--- src/rtl/nrmc_pkg.sv ---
package nrmc_pkg;

    // Field widths of the stream words.
    localparam int BYTE_W    = 8;
    localparam int ACC_W     = 31;
    localparam int HEMI_W    = 8;
    localparam int TDATA_W   = 80;
    localparam int CFG_IDX_W = 8;

    // Default sizing of the parse counters.
    localparam int MAX_SENTENCE_LEN = 32767;
    localparam int MAX_COMMAS       = 12;

    // Reset values of the configuration registers.
    localparam logic [BYTE_W-1:0] DEFAULT_MIN_LENGTH  = 8'd20;
    localparam logic [BYTE_W-1:0] DEFAULT_TYPE_LETTER = 8'h52;

    // Configuration register indexes.
    localparam logic [CFG_IDX_W-1:0] REG_MIN_LENGTH  = 8'd0;
    localparam logic [CFG_IDX_W-1:0] REG_TYPE_LETTER = 8'd1;

    // ASCII characters the parser looks for.
    localparam logic [BYTE_W-1:0] CHAR_DOLLAR = 8'h24;
    localparam logic [BYTE_W-1:0] CHAR_COMMA  = 8'h2C;
    localparam logic [BYTE_W-1:0] CHAR_DOT    = 8'h2E;
    localparam logic [BYTE_W-1:0] CHAR_ZERO   = 8'h30;
    localparam logic [BYTE_W-1:0] CHAR_NINE   = 8'h39;

    // Saturation value of the coordinate accumulators.
    localparam logic [ACC_W-1:0] ACC_MAX = 31'h7FFF_FFFF;

    // Per-field parse status.
    typedef struct packed {
        logic hemi;   // hemisphere byte captured
        logic bad;    // field is malformed
        logic dot;    // decimal point seen
        logic digit;  // digit seen since field start or since the dot
    } field_status_t;

endpackage

--- src/rtl/nmea_rmc_position_extractor.sv ---
// NMEA RMC position extractor.
// The slave stream takes one sentence character per word in s_tdata, with
// s_tlast high on the final character. For every sentence one word leaves on
// the master stream: m_tuser is the fix-valid flag, m_tdata carries latitude
// and longitude as integers (digits without the dot) and the two hemisphere
// characters. All coordinate fields read zero when the fix is not valid.
// The config channel writes min_length (index 0) and type_letter (index 1);
// it is always ready and should be written only while no sentence is in
// flight.
// A character is held in an input register and parsed from there, and parsing
// the final character loads the result word into the output register.
// One character is taken per cycle, unless a stalled receiver holds back a final
// character; the rate is set by the single parse stage between input and output.
// When the receiver stalls with a word pending, the final character of the
// next sentence waits in the input register and s_tready drops until the word
// is taken; the characters before it keep flowing into the parse state.
// Reset clears the parse state, empties both registers and restores the
// configuration defaults (min_length 20, type_letter 'R').
module nmea_rmc_position_extractor
#(
    parameter int MAX_SENTENCE_LEN = nrmc_pkg::MAX_SENTENCE_LEN,
    parameter int MAX_COMMAS       = nrmc_pkg::MAX_COMMAS
)
(
    input  logic                                 clk,
    input  logic                                 rst_n,
    input  logic                                 s_tvalid,
    output logic                                 s_tready,
    input  logic [nrmc_pkg::BYTE_W-1:0]          s_tdata,   // [7:0] rx_byte
    input  logic                                 s_tlast,   // end_flag
    output logic                                 m_tvalid,
    input  logic                                 m_tready,
    // [30:0] lat_scaled, [38:31] lat_hemi, [69:39] lon_scaled,
    // [77:70] lon_hemi, [79:78] zero
    output logic [nrmc_pkg::TDATA_W-1:0]         m_tdata,
    output logic                                 m_tuser,   // fix_valid
    input  logic                                 cfg_valid,
    output logic                                 cfg_ready,
    input  logic [nrmc_pkg::CFG_IDX_W-1:0]       cfg_index,
    input  logic [nrmc_pkg::BYTE_W-1:0]          cfg_data
);

    localparam int POS_W = $clog2(MAX_SENTENCE_LEN + 1);
    localparam int CNT_W = $clog2(MAX_COMMAS + 1);
    localparam int CMP_W = (POS_W > nrmc_pkg::BYTE_W) ? POS_W : nrmc_pkg::BYTE_W;
    localparam int PAD_W = nrmc_pkg::TDATA_W - 2 * nrmc_pkg::ACC_W - 2 * nrmc_pkg::HEMI_W;

    // Configuration registers.
    logic [nrmc_pkg::BYTE_W-1:0] min_len_reg;
    logic [nrmc_pkg::BYTE_W-1:0] type_letter_reg;

    // Input register.
    logic                        in_valid_reg;
    logic [nrmc_pkg::BYTE_W-1:0] in_byte_reg;
    logic                        in_last_reg;

    // Parse state.
    logic [POS_W-1:0]              pos_reg,    pos_next;
    logic [CNT_W-1:0]              comma_reg,  comma_next;
    logic                          header_reg, header_next;
    logic [nrmc_pkg::ACC_W-1:0]    lat_acc_reg, lat_acc_next;
    logic [nrmc_pkg::ACC_W-1:0]    lon_acc_reg, lon_acc_next;
    nrmc_pkg::field_status_t       lat_st_reg, lat_st_cap, lat_st_next;
    nrmc_pkg::field_status_t       lon_st_reg, lon_st_cap, lon_st_next;
    logic [nrmc_pkg::HEMI_W-1:0]   lat_hemi_reg, lat_hemi_next;
    logic [nrmc_pkg::HEMI_W-1:0]   lon_hemi_reg, lon_hemi_next;

    // Output register.
    logic                          out_valid_reg;
    logic                          out_fix_reg, out_fix_next;
    logic [nrmc_pkg::TDATA_W-1:0]  out_data_reg, out_data_next;

    logic out_free;
    logic proc;
    logic is_comma;
    logic fix_ok;

    // Handshake: the final character waits for a free output register.
    assign out_free  = !out_valid_reg || m_tready;
    assign proc      = in_valid_reg && (!in_last_reg || out_free);
    assign s_tready  = !in_valid_reg || proc;
    assign cfg_ready = 1'b1;
    assign m_tvalid  = out_valid_reg;
    assign m_tdata   = out_data_reg;
    assign m_tuser   = out_fix_reg;

    assign is_comma = (in_byte_reg == nrmc_pkg::CHAR_COMMA);

    // Header, position and comma bookkeeping, plus hemisphere capture.
    always_comb
    begin
        header_next = header_reg;
        if (pos_reg == POS_W'(0) && in_byte_reg != nrmc_pkg::CHAR_DOLLAR)
            header_next = 1'b0;
        if (pos_reg == POS_W'(3) && in_byte_reg != type_letter_reg)
            header_next = 1'b0;

        pos_next = pos_reg;
        if (pos_reg < POS_W'(MAX_SENTENCE_LEN))
            pos_next = pos_reg + POS_W'(1);

        comma_next = comma_reg;
        if (is_comma && comma_reg < CNT_W'(MAX_COMMAS))
            comma_next = comma_reg + CNT_W'(1);

        lat_hemi_next = lat_hemi_reg;
        lat_st_cap    = lat_st_reg;
        if (comma_reg == CNT_W'(4) && !lat_st_reg.hemi)
        begin
            lat_hemi_next   = in_byte_reg;
            lat_st_cap.hemi = 1'b1;
        end

        lon_hemi_next = lon_hemi_reg;
        lon_st_cap    = lon_st_reg;
        if (comma_reg == CNT_W'(6) && !lon_st_reg.hemi)
        begin
            lon_hemi_next   = in_byte_reg;
            lon_st_cap.hemi = 1'b1;
        end
    end

    // Latitude field sits after the third comma.
    nrmc_field_acc u_lat
    (
        .en       (!is_comma && comma_reg == CNT_W'(3)),
        .rx_byte  (in_byte_reg),
        .acc      (lat_acc_reg),
        .st       (lat_st_cap),
        .acc_next (lat_acc_next),
        .st_next  (lat_st_next)
    );

    // Longitude field sits after the fifth comma.
    nrmc_field_acc u_lon
    (
        .en       (!is_comma && comma_reg == CNT_W'(5)),
        .rx_byte  (in_byte_reg),
        .acc      (lon_acc_reg),
        .st       (lon_st_cap),
        .acc_next (lon_acc_next),
        .st_next  (lon_st_next)
    );

    // Sentence checks and the result word.
    always_comb
    begin
        fix_ok = header_next
              && (pos_next >= POS_W'(4))
              && (CMP_W'(pos_next) >= CMP_W'(min_len_reg))
              && (comma_next >= CNT_W'(6))
              && lat_st_next.digit && lat_st_next.dot && !lat_st_next.bad
              && lon_st_next.digit && lon_st_next.dot && !lon_st_next.bad;
        out_fix_next = fix_ok;
        if (fix_ok)
            out_data_next = {PAD_W'(0), lon_hemi_next, lon_acc_next,
                             lat_hemi_next, lat_acc_next};
        else
            out_data_next = '0;
    end

    // Configuration writes.
    always_ff @(posedge clk or negedge rst_n)
    begin
        if (!rst_n)
        begin
            min_len_reg     <= nrmc_pkg::DEFAULT_MIN_LENGTH;
            type_letter_reg <= nrmc_pkg::DEFAULT_TYPE_LETTER;
        end
        else if (cfg_valid && cfg_ready)
        begin
            case (cfg_index)
                nrmc_pkg::REG_MIN_LENGTH:  min_len_reg     <= cfg_data;
                nrmc_pkg::REG_TYPE_LETTER: type_letter_reg <= cfg_data;
                default: ;
            endcase
        end
    end

    // Input register control.
    always_ff @(posedge clk or negedge rst_n)
    begin
        if (!rst_n)
            in_valid_reg <= 1'b0;
        else if (s_tready)
            in_valid_reg <= s_tvalid;
    end

    // Input register payload.
    always_ff @(posedge clk)
    begin
        if (s_tvalid && s_tready)
        begin
            in_byte_reg <= s_tdata;
            in_last_reg <= s_tlast;
        end
    end

    // Parse state advances per character and clears after the final one.
    always_ff @(posedge clk or negedge rst_n)
    begin
        if (!rst_n)
        begin
            pos_reg      <= '0;
            comma_reg    <= '0;
            header_reg   <= 1'b1;
            lat_acc_reg  <= '0;
            lon_acc_reg  <= '0;
            lat_st_reg   <= '0;
            lon_st_reg   <= '0;
            lat_hemi_reg <= '0;
            lon_hemi_reg <= '0;
        end
        else if (proc)
        begin
            if (in_last_reg)
            begin
                pos_reg      <= '0;
                comma_reg    <= '0;
                header_reg   <= 1'b1;
                lat_acc_reg  <= '0;
                lon_acc_reg  <= '0;
                lat_st_reg   <= '0;
                lon_st_reg   <= '0;
                lat_hemi_reg <= '0;
                lon_hemi_reg <= '0;
            end
            else
            begin
                pos_reg      <= pos_next;
                comma_reg    <= comma_next;
                header_reg   <= header_next;
                lat_acc_reg  <= lat_acc_next;
                lon_acc_reg  <= lon_acc_next;
                lat_st_reg   <= lat_st_next;
                lon_st_reg   <= lon_st_next;
                lat_hemi_reg <= lat_hemi_next;
                lon_hemi_reg <= lon_hemi_next;
            end
        end
    end

    // Output register control.
    always_ff @(posedge clk or negedge rst_n)
    begin
        if (!rst_n)
            out_valid_reg <= 1'b0;
        else if (proc && in_last_reg)
            out_valid_reg <= 1'b1;
        else if (m_tready)
            out_valid_reg <= 1'b0;
    end

    // Output register payload.
    always_ff @(posedge clk)
    begin
        if (proc && in_last_reg)
        begin
            out_fix_reg  <= out_fix_next;
            out_data_reg <= out_data_next;
        end
    end

`ifndef ASSERT_OFF
    // A rejected sentence carries no coordinates.
    a_invalid_zero: assert property (@(posedge clk) disable iff (!rst_n)
        (m_tvalid && !m_tuser) |-> (m_tdata == '0))
        else $error("invalid fix with nonzero coordinates");

    // The final character leaves the parse state cleared for the next sentence.
    a_clear_after_last: assert property (@(posedge clk) disable iff (!rst_n)
        (proc && in_last_reg) |=> (pos_reg == '0 && comma_reg == '0 && header_reg))
        else $error("parse state not cleared after final character");

    // A final character is only parsed when the output register can take it.
    a_no_overwrite: assert property (@(posedge clk) disable iff (!rst_n)
        (proc && in_last_reg) |-> out_free)
        else $error("result overwrote a pending word");

    // The comma counter never passes its ceiling.
    a_comma_bound: assert property (@(posedge clk) disable iff (!rst_n)
        comma_reg <= CNT_W'(MAX_COMMAS))
        else $error("comma counter overflow");
`endif

endmodule

--- src/rtl/nrmc_field_acc.sv ---
module nrmc_field_acc
(
    input  logic                               en,
    input  logic [nrmc_pkg::BYTE_W-1:0]        rx_byte,
    input  logic [nrmc_pkg::ACC_W-1:0]         acc,
    input  nrmc_pkg::field_status_t            st,
    output logic [nrmc_pkg::ACC_W-1:0]         acc_next,
    output nrmc_pkg::field_status_t            st_next
);

    localparam int PROD_W = nrmc_pkg::ACC_W + 4;

    logic                           is_digit;
    logic [nrmc_pkg::BYTE_W-1:0]    digit_val;
    logic [PROD_W-1:0]              acc_wide;
    logic [PROD_W-1:0]              sum;

    // Times ten as two shifted copies, plus the new digit.
    assign is_digit  = (rx_byte >= nrmc_pkg::CHAR_ZERO) && (rx_byte <= nrmc_pkg::CHAR_NINE);
    assign digit_val = rx_byte - nrmc_pkg::CHAR_ZERO;
    assign acc_wide  = PROD_W'(acc);
    assign sum       = (acc_wide << 3) + (acc_wide << 1) + PROD_W'(digit_val[3:0]);

    // Accumulate digits, skip one dot, and flag anything else as bad.
    always_comb
    begin
        acc_next = acc;
        st_next  = st;
        if (en)
        begin
            if (is_digit)
            begin
                if (sum > PROD_W'(nrmc_pkg::ACC_MAX))
                    acc_next = nrmc_pkg::ACC_MAX;
                else
                    acc_next = sum[nrmc_pkg::ACC_W-1:0];
                st_next.digit = 1'b1;
            end
            else if (rx_byte == nrmc_pkg::CHAR_DOT)
            begin
                if (st.dot || !st.digit)
                    st_next.bad = 1'b1;
                st_next.dot   = 1'b1;
                st_next.digit = 1'b0;
            end
            else
            begin
                st_next.bad = 1'b1;
            end
        end
    end

endmodule

--- config.mk ---
export PLATFORM = sky130hd
export DESIGN_NAME = nmea_rmc_position_extractor
export DESIGN_NICKNAME = d
export VERILOG_FILES = /design/src/rtl/nrmc_pkg.sv /design/src/rtl/nmea_rmc_position_extractor.sv /design/src/rtl/nrmc_field_acc.sv
export SDC_FILE = /design/constraint.sdc
export NUM_CORES = 1
export LEC_CHECK = 0
export BUFFER_PORTS_ARGS = -buffer_cell sky130_fd_sc_hd__buf_2
export CAP_MARGIN = 20
export CORE_MARGIN = 5
export CORE_UTILIZATION = 50
export CTS_BUF_LIST = sky130_fd_sc_hd__clkbuf_2 sky130_fd_sc_hd__clkbuf_4 sky130_fd_sc_hd__clkbuf_8
export DETAILED_ROUTE_END_ITERATION = 16
export HOLD_SLACK_MARGIN = 0.15
export PLACE_DENSITY = 0.77
export SLEW_MARGIN = 20
export SYNTH_ARGS = -nofsm -noshare
export SYNTH_HDL_FRONTEND = slang
export SYNTH_SLANG_ARGS = --single-unit
--- constraint.sdc ---
create_clock -name clk -period 3.95 [get_ports clk]
set_input_delay 0.395 -clock clk [delete_from_list [all_inputs] [get_ports clk]]
set_output_delay 0.395 -clock clk [all_outputs]
set_load 0.02 [all_outputs]
==> impl_results.md <==
* Status: finished clean
* Via count at 12.08k
* Final hold vios at 0
* # IOs at between 100 and 150
* CTS tree: done
* Cell Rows at 61
* Clk slew on worst S/H paths at 0.07 ns
* FF+latch count, synth at ~210
* Critical-path top delay cell: fa_1
* CP delay by family, top: compound AO/OA/AOI/OAI gates
* Rel. slew slack at 45.95%
* Routability cong. at 0.9189
* Commonest non-fill, non-tap cell in the layout: nand2_1
* Clock power share at 43.8%
* Max Slew Vio Count at 0
* Root buf cell: clkbuf_8
* Lkg Pwr at 7.647 nW
* Iter 0 DRT Violations at ~1.1k
* Max Fclk at 259.8 MHz
* Core box area at 0.02801 sq mm
* Routed Antenna Nets at 0
* Distinct cells, synth at 97
* Global-route wire length before repair at 58750 um
* CTS Sinks at between 200 and 250
* Mapped Area at 0.01429 sq mm
* Layout area overhead at 16.03%
* Crit path cell chain: inv_1 > fa_1 > inv_2 > ha_4 > a211oi_2 > nor4_2 > o21ai_2 > a21oi_2 > a31oi_2 > or3_1 > a221o_1 > or2_4 > buf_8 > o221a_1
* Worst-Margin Slew at 0.8078 ns
* Commonest non-fill, non-tap cells in the layout: nand2_1 (143), o21ai_0 (140), ha_1 (134)
* Global Route Usage Sum at ~22%
* Final Net Count at 1758
* CTS H-Tree Depth at 2
* Switch share at between 20% and 30%
* Synth area leader: dfrtp_1
* Count of TritonRoute iterations in the first routing pass at 5
* Clk_lat worst skew at about 0.55 ns
* Crit-path max cell delay at approximately 0.6 ns
* Cells after DPL at 1902
* Largest cells by area after synthesis: dfrtp_1 (21%), edfxtp_1 (18%), ha_1 (12%)
* HPWL after DPL at around 25000 um
* Number of global-route vias before repair at roughly 12k
* Diode count at 0
* HP Class: in -> reg
* Worst setup path class: reg -> reg
* Post-synth top flop: dfrtp_1
* CP Launch Type: flip-flop
* Setup-failing EPs final at 0
* Fin crit share at a little under 100%
* Die W at 179.1 um
* Sequential area share after synthesis at 40.25%
* Net Switching at 0.001389 W
* Placement Cell Area at 0.01526 sq mm
* WL final at 36330 um
* Max reg flops at 78
* Pin count of the biggest net entering global routing at 80
* DR WL/cell at 18.20 um
* CTS Buf Count at 38
* DRC at 0
* Mean post-synth cell area at 9.789 sq um
* Yosys Warn Count at 0
* Layout Cells excl Fill at around 2k
* Sequential power share at between 40% and 50%
* Vias/cell at 6.050
* Worst-path fanout max at 15
* DIE HEIGHT at 179.1 um
* CP bufs+invs at 3
* Combinational share of power at 10.3%
* Fin Clk Skew at 0.02317 ns
* Initial antenna violation count at 0
* CP Capture Type: flip-flop
* Die ar. at 0.03207 sq mm
* Share of layout cells above drive strength 1 at between 10% and 20%
* Cell internal pwr at between 0.004 and 0.005 W
* Cell area power density at 327.4 mW/mm^2
* Final min period at 3.849 ns
* Post-route cell area at 0.01658 sq mm
* Crit path arrival time at 4.13 ns
* Port Buf Inserts at 110
* Clk buf depth at 3
* Post-synth EDFFs at 88
* Ys async rst share at 58.49%
* Post-synth top area share at 20.66%
* Max cap viols at 0
* Starting density of the core at 51.03%
* Grt total ovfl at 0
* Post-Synthesis Cells at about 1.5k
* WP data required at 4.23 ns
* Peak VDD IR at ~0.21 mV
-- kinds of logic (layout without fill, tap and decap cells) --
| logic type | Yosys count | in the layout | synth area share (%) |
|---|---|---|---|
| other cells | 2 | 3 | 0.05255 |
| simple gates | 352 | 352 | 12.02 |
| fa+ha+maj | 140 | 140 | 12.47 |
| flops | 212 | 212 | 40.25 |
| buf+inv | 142 | 299 | 4.360 |
| mux | 12 | 12 | 0.9192 |
| xor+xnor | 67 | 67 | 4.106 |
| compound gates | 533 | 533 | 25.83 |
-- power groups by stage --
stage / Combinational [W] / Sequential, W / Clock, W
finish: 0.000557 / 0.00250 / 0.00238
global route: 0.000621 / 0.00251 / 0.00254
CTS: 0.000553 / 0.00250 / 0.00241
detailed placement: 0.000536 / 0.00253 / 0
global placement: 0.000518 / 0.00253 / 0
floorplan: 0.000314 / 0.00256 / 0
-- layer usage --
layer  track usage [%]  share of wire (%)  vias up
li1                  -                  -     5729
met1             29.45                 43     5871
met2             38.15                 49      411
met3             3.627                6.2       65
met4             5.660                2.0        0
met5                 0                  0        -
-- final timing paths --
kind	end	cells after the start	slack, ns	start
min in group asynchronous	type_letter_reg[2]	2	0.46	rst_n
max in group asynchronous	lat_acc_reg[2]	3	2.60	rst_n
max reg2reg	m_tdata[46]	14	0.10	lon_acc_reg[0]
min	min_len_reg[4]	4	0.30	cfg_index[0]
min reg2reg	lon_hemi_reg[0]	2	0.48	lon_hemi_reg[0]
max	m_tdata[46]	14	0.10	lon_acc_reg[0]
-- what timing repair did --
item                       4_1_cts  5_1_grt
hold endpoints to repair        76        0
resized for setup                2       61
setup endpoints to repair       17      139
hold buffers                    20        0
setup buffers                    0        4
pin swaps                        0        9
-- final cells by class --
class | count | area [sq um]
clock inverter | 10 | 143.9
sequential | 212 | 5753
inverter | 52 | 196.4
multi-input combinational | 1107 | 8107
timing repair buffer | 177 | 1166
tap | 378 | 473.0
clock buffer | 60 | 744.5
fill | 2388 | 11430
-- stage by stage --
step	utilization [%]	setup TNS, ns	hold WS, ns	total power [W]	worst slack [ns]
after CTS	58.38	0	0.2676	0.005459	0.0001443
final	59.20	0	0.2956	0.005429	0.1008
after global routing	59.20	-0.4078	0.3312	0.005672	-0.03405
after global placement	54.46	0	0.4616	0.003050	0.09789
after detailed placement	54.46	-0.002553	0.4708	0.003071	-0.002553
after floorplan	-	0	0.09941	0.002873	0.05079
-- Yosys cell counts (all sizes together), types with 4 or more instances --
cell and count:
a21boi 35, nor4 11, nand3 26, nor3b 6, o31ai 9, nand2 143, a31oi 17, o211ai 10
edfxtp 88, o311ai 4, inv 52, a22o 5, o221a 30, fa 4, nor2 73, clkbuf 58
ha 136, a211oi 11, and4 7, nand4 11, o21ai 144, nor3 13, dfstp 6, or3 7
a221o 4, a2111oi 30, and2 9, a21o 39, buf 32, dfrtp 118, a221oi 4, o21bai 9
and3b 4, nor2b 7, o22ai 7, mux2 9, xnor2 31, and3 17, nand2b 6, xor2 36
a21oi 107, o21a 43
-- worst register-to-register path, delay by kind of cell, from the launching register on --
family,cells,cell delay (ns)
adders and majority gates,2,0.85
AOI/OAI and AO/OA,6,1.11
DFF,1,0.41
buffers and inverters,3,0.32
and+or+nand+nor,3,0.89
Power figures use the tool's default switching activity.
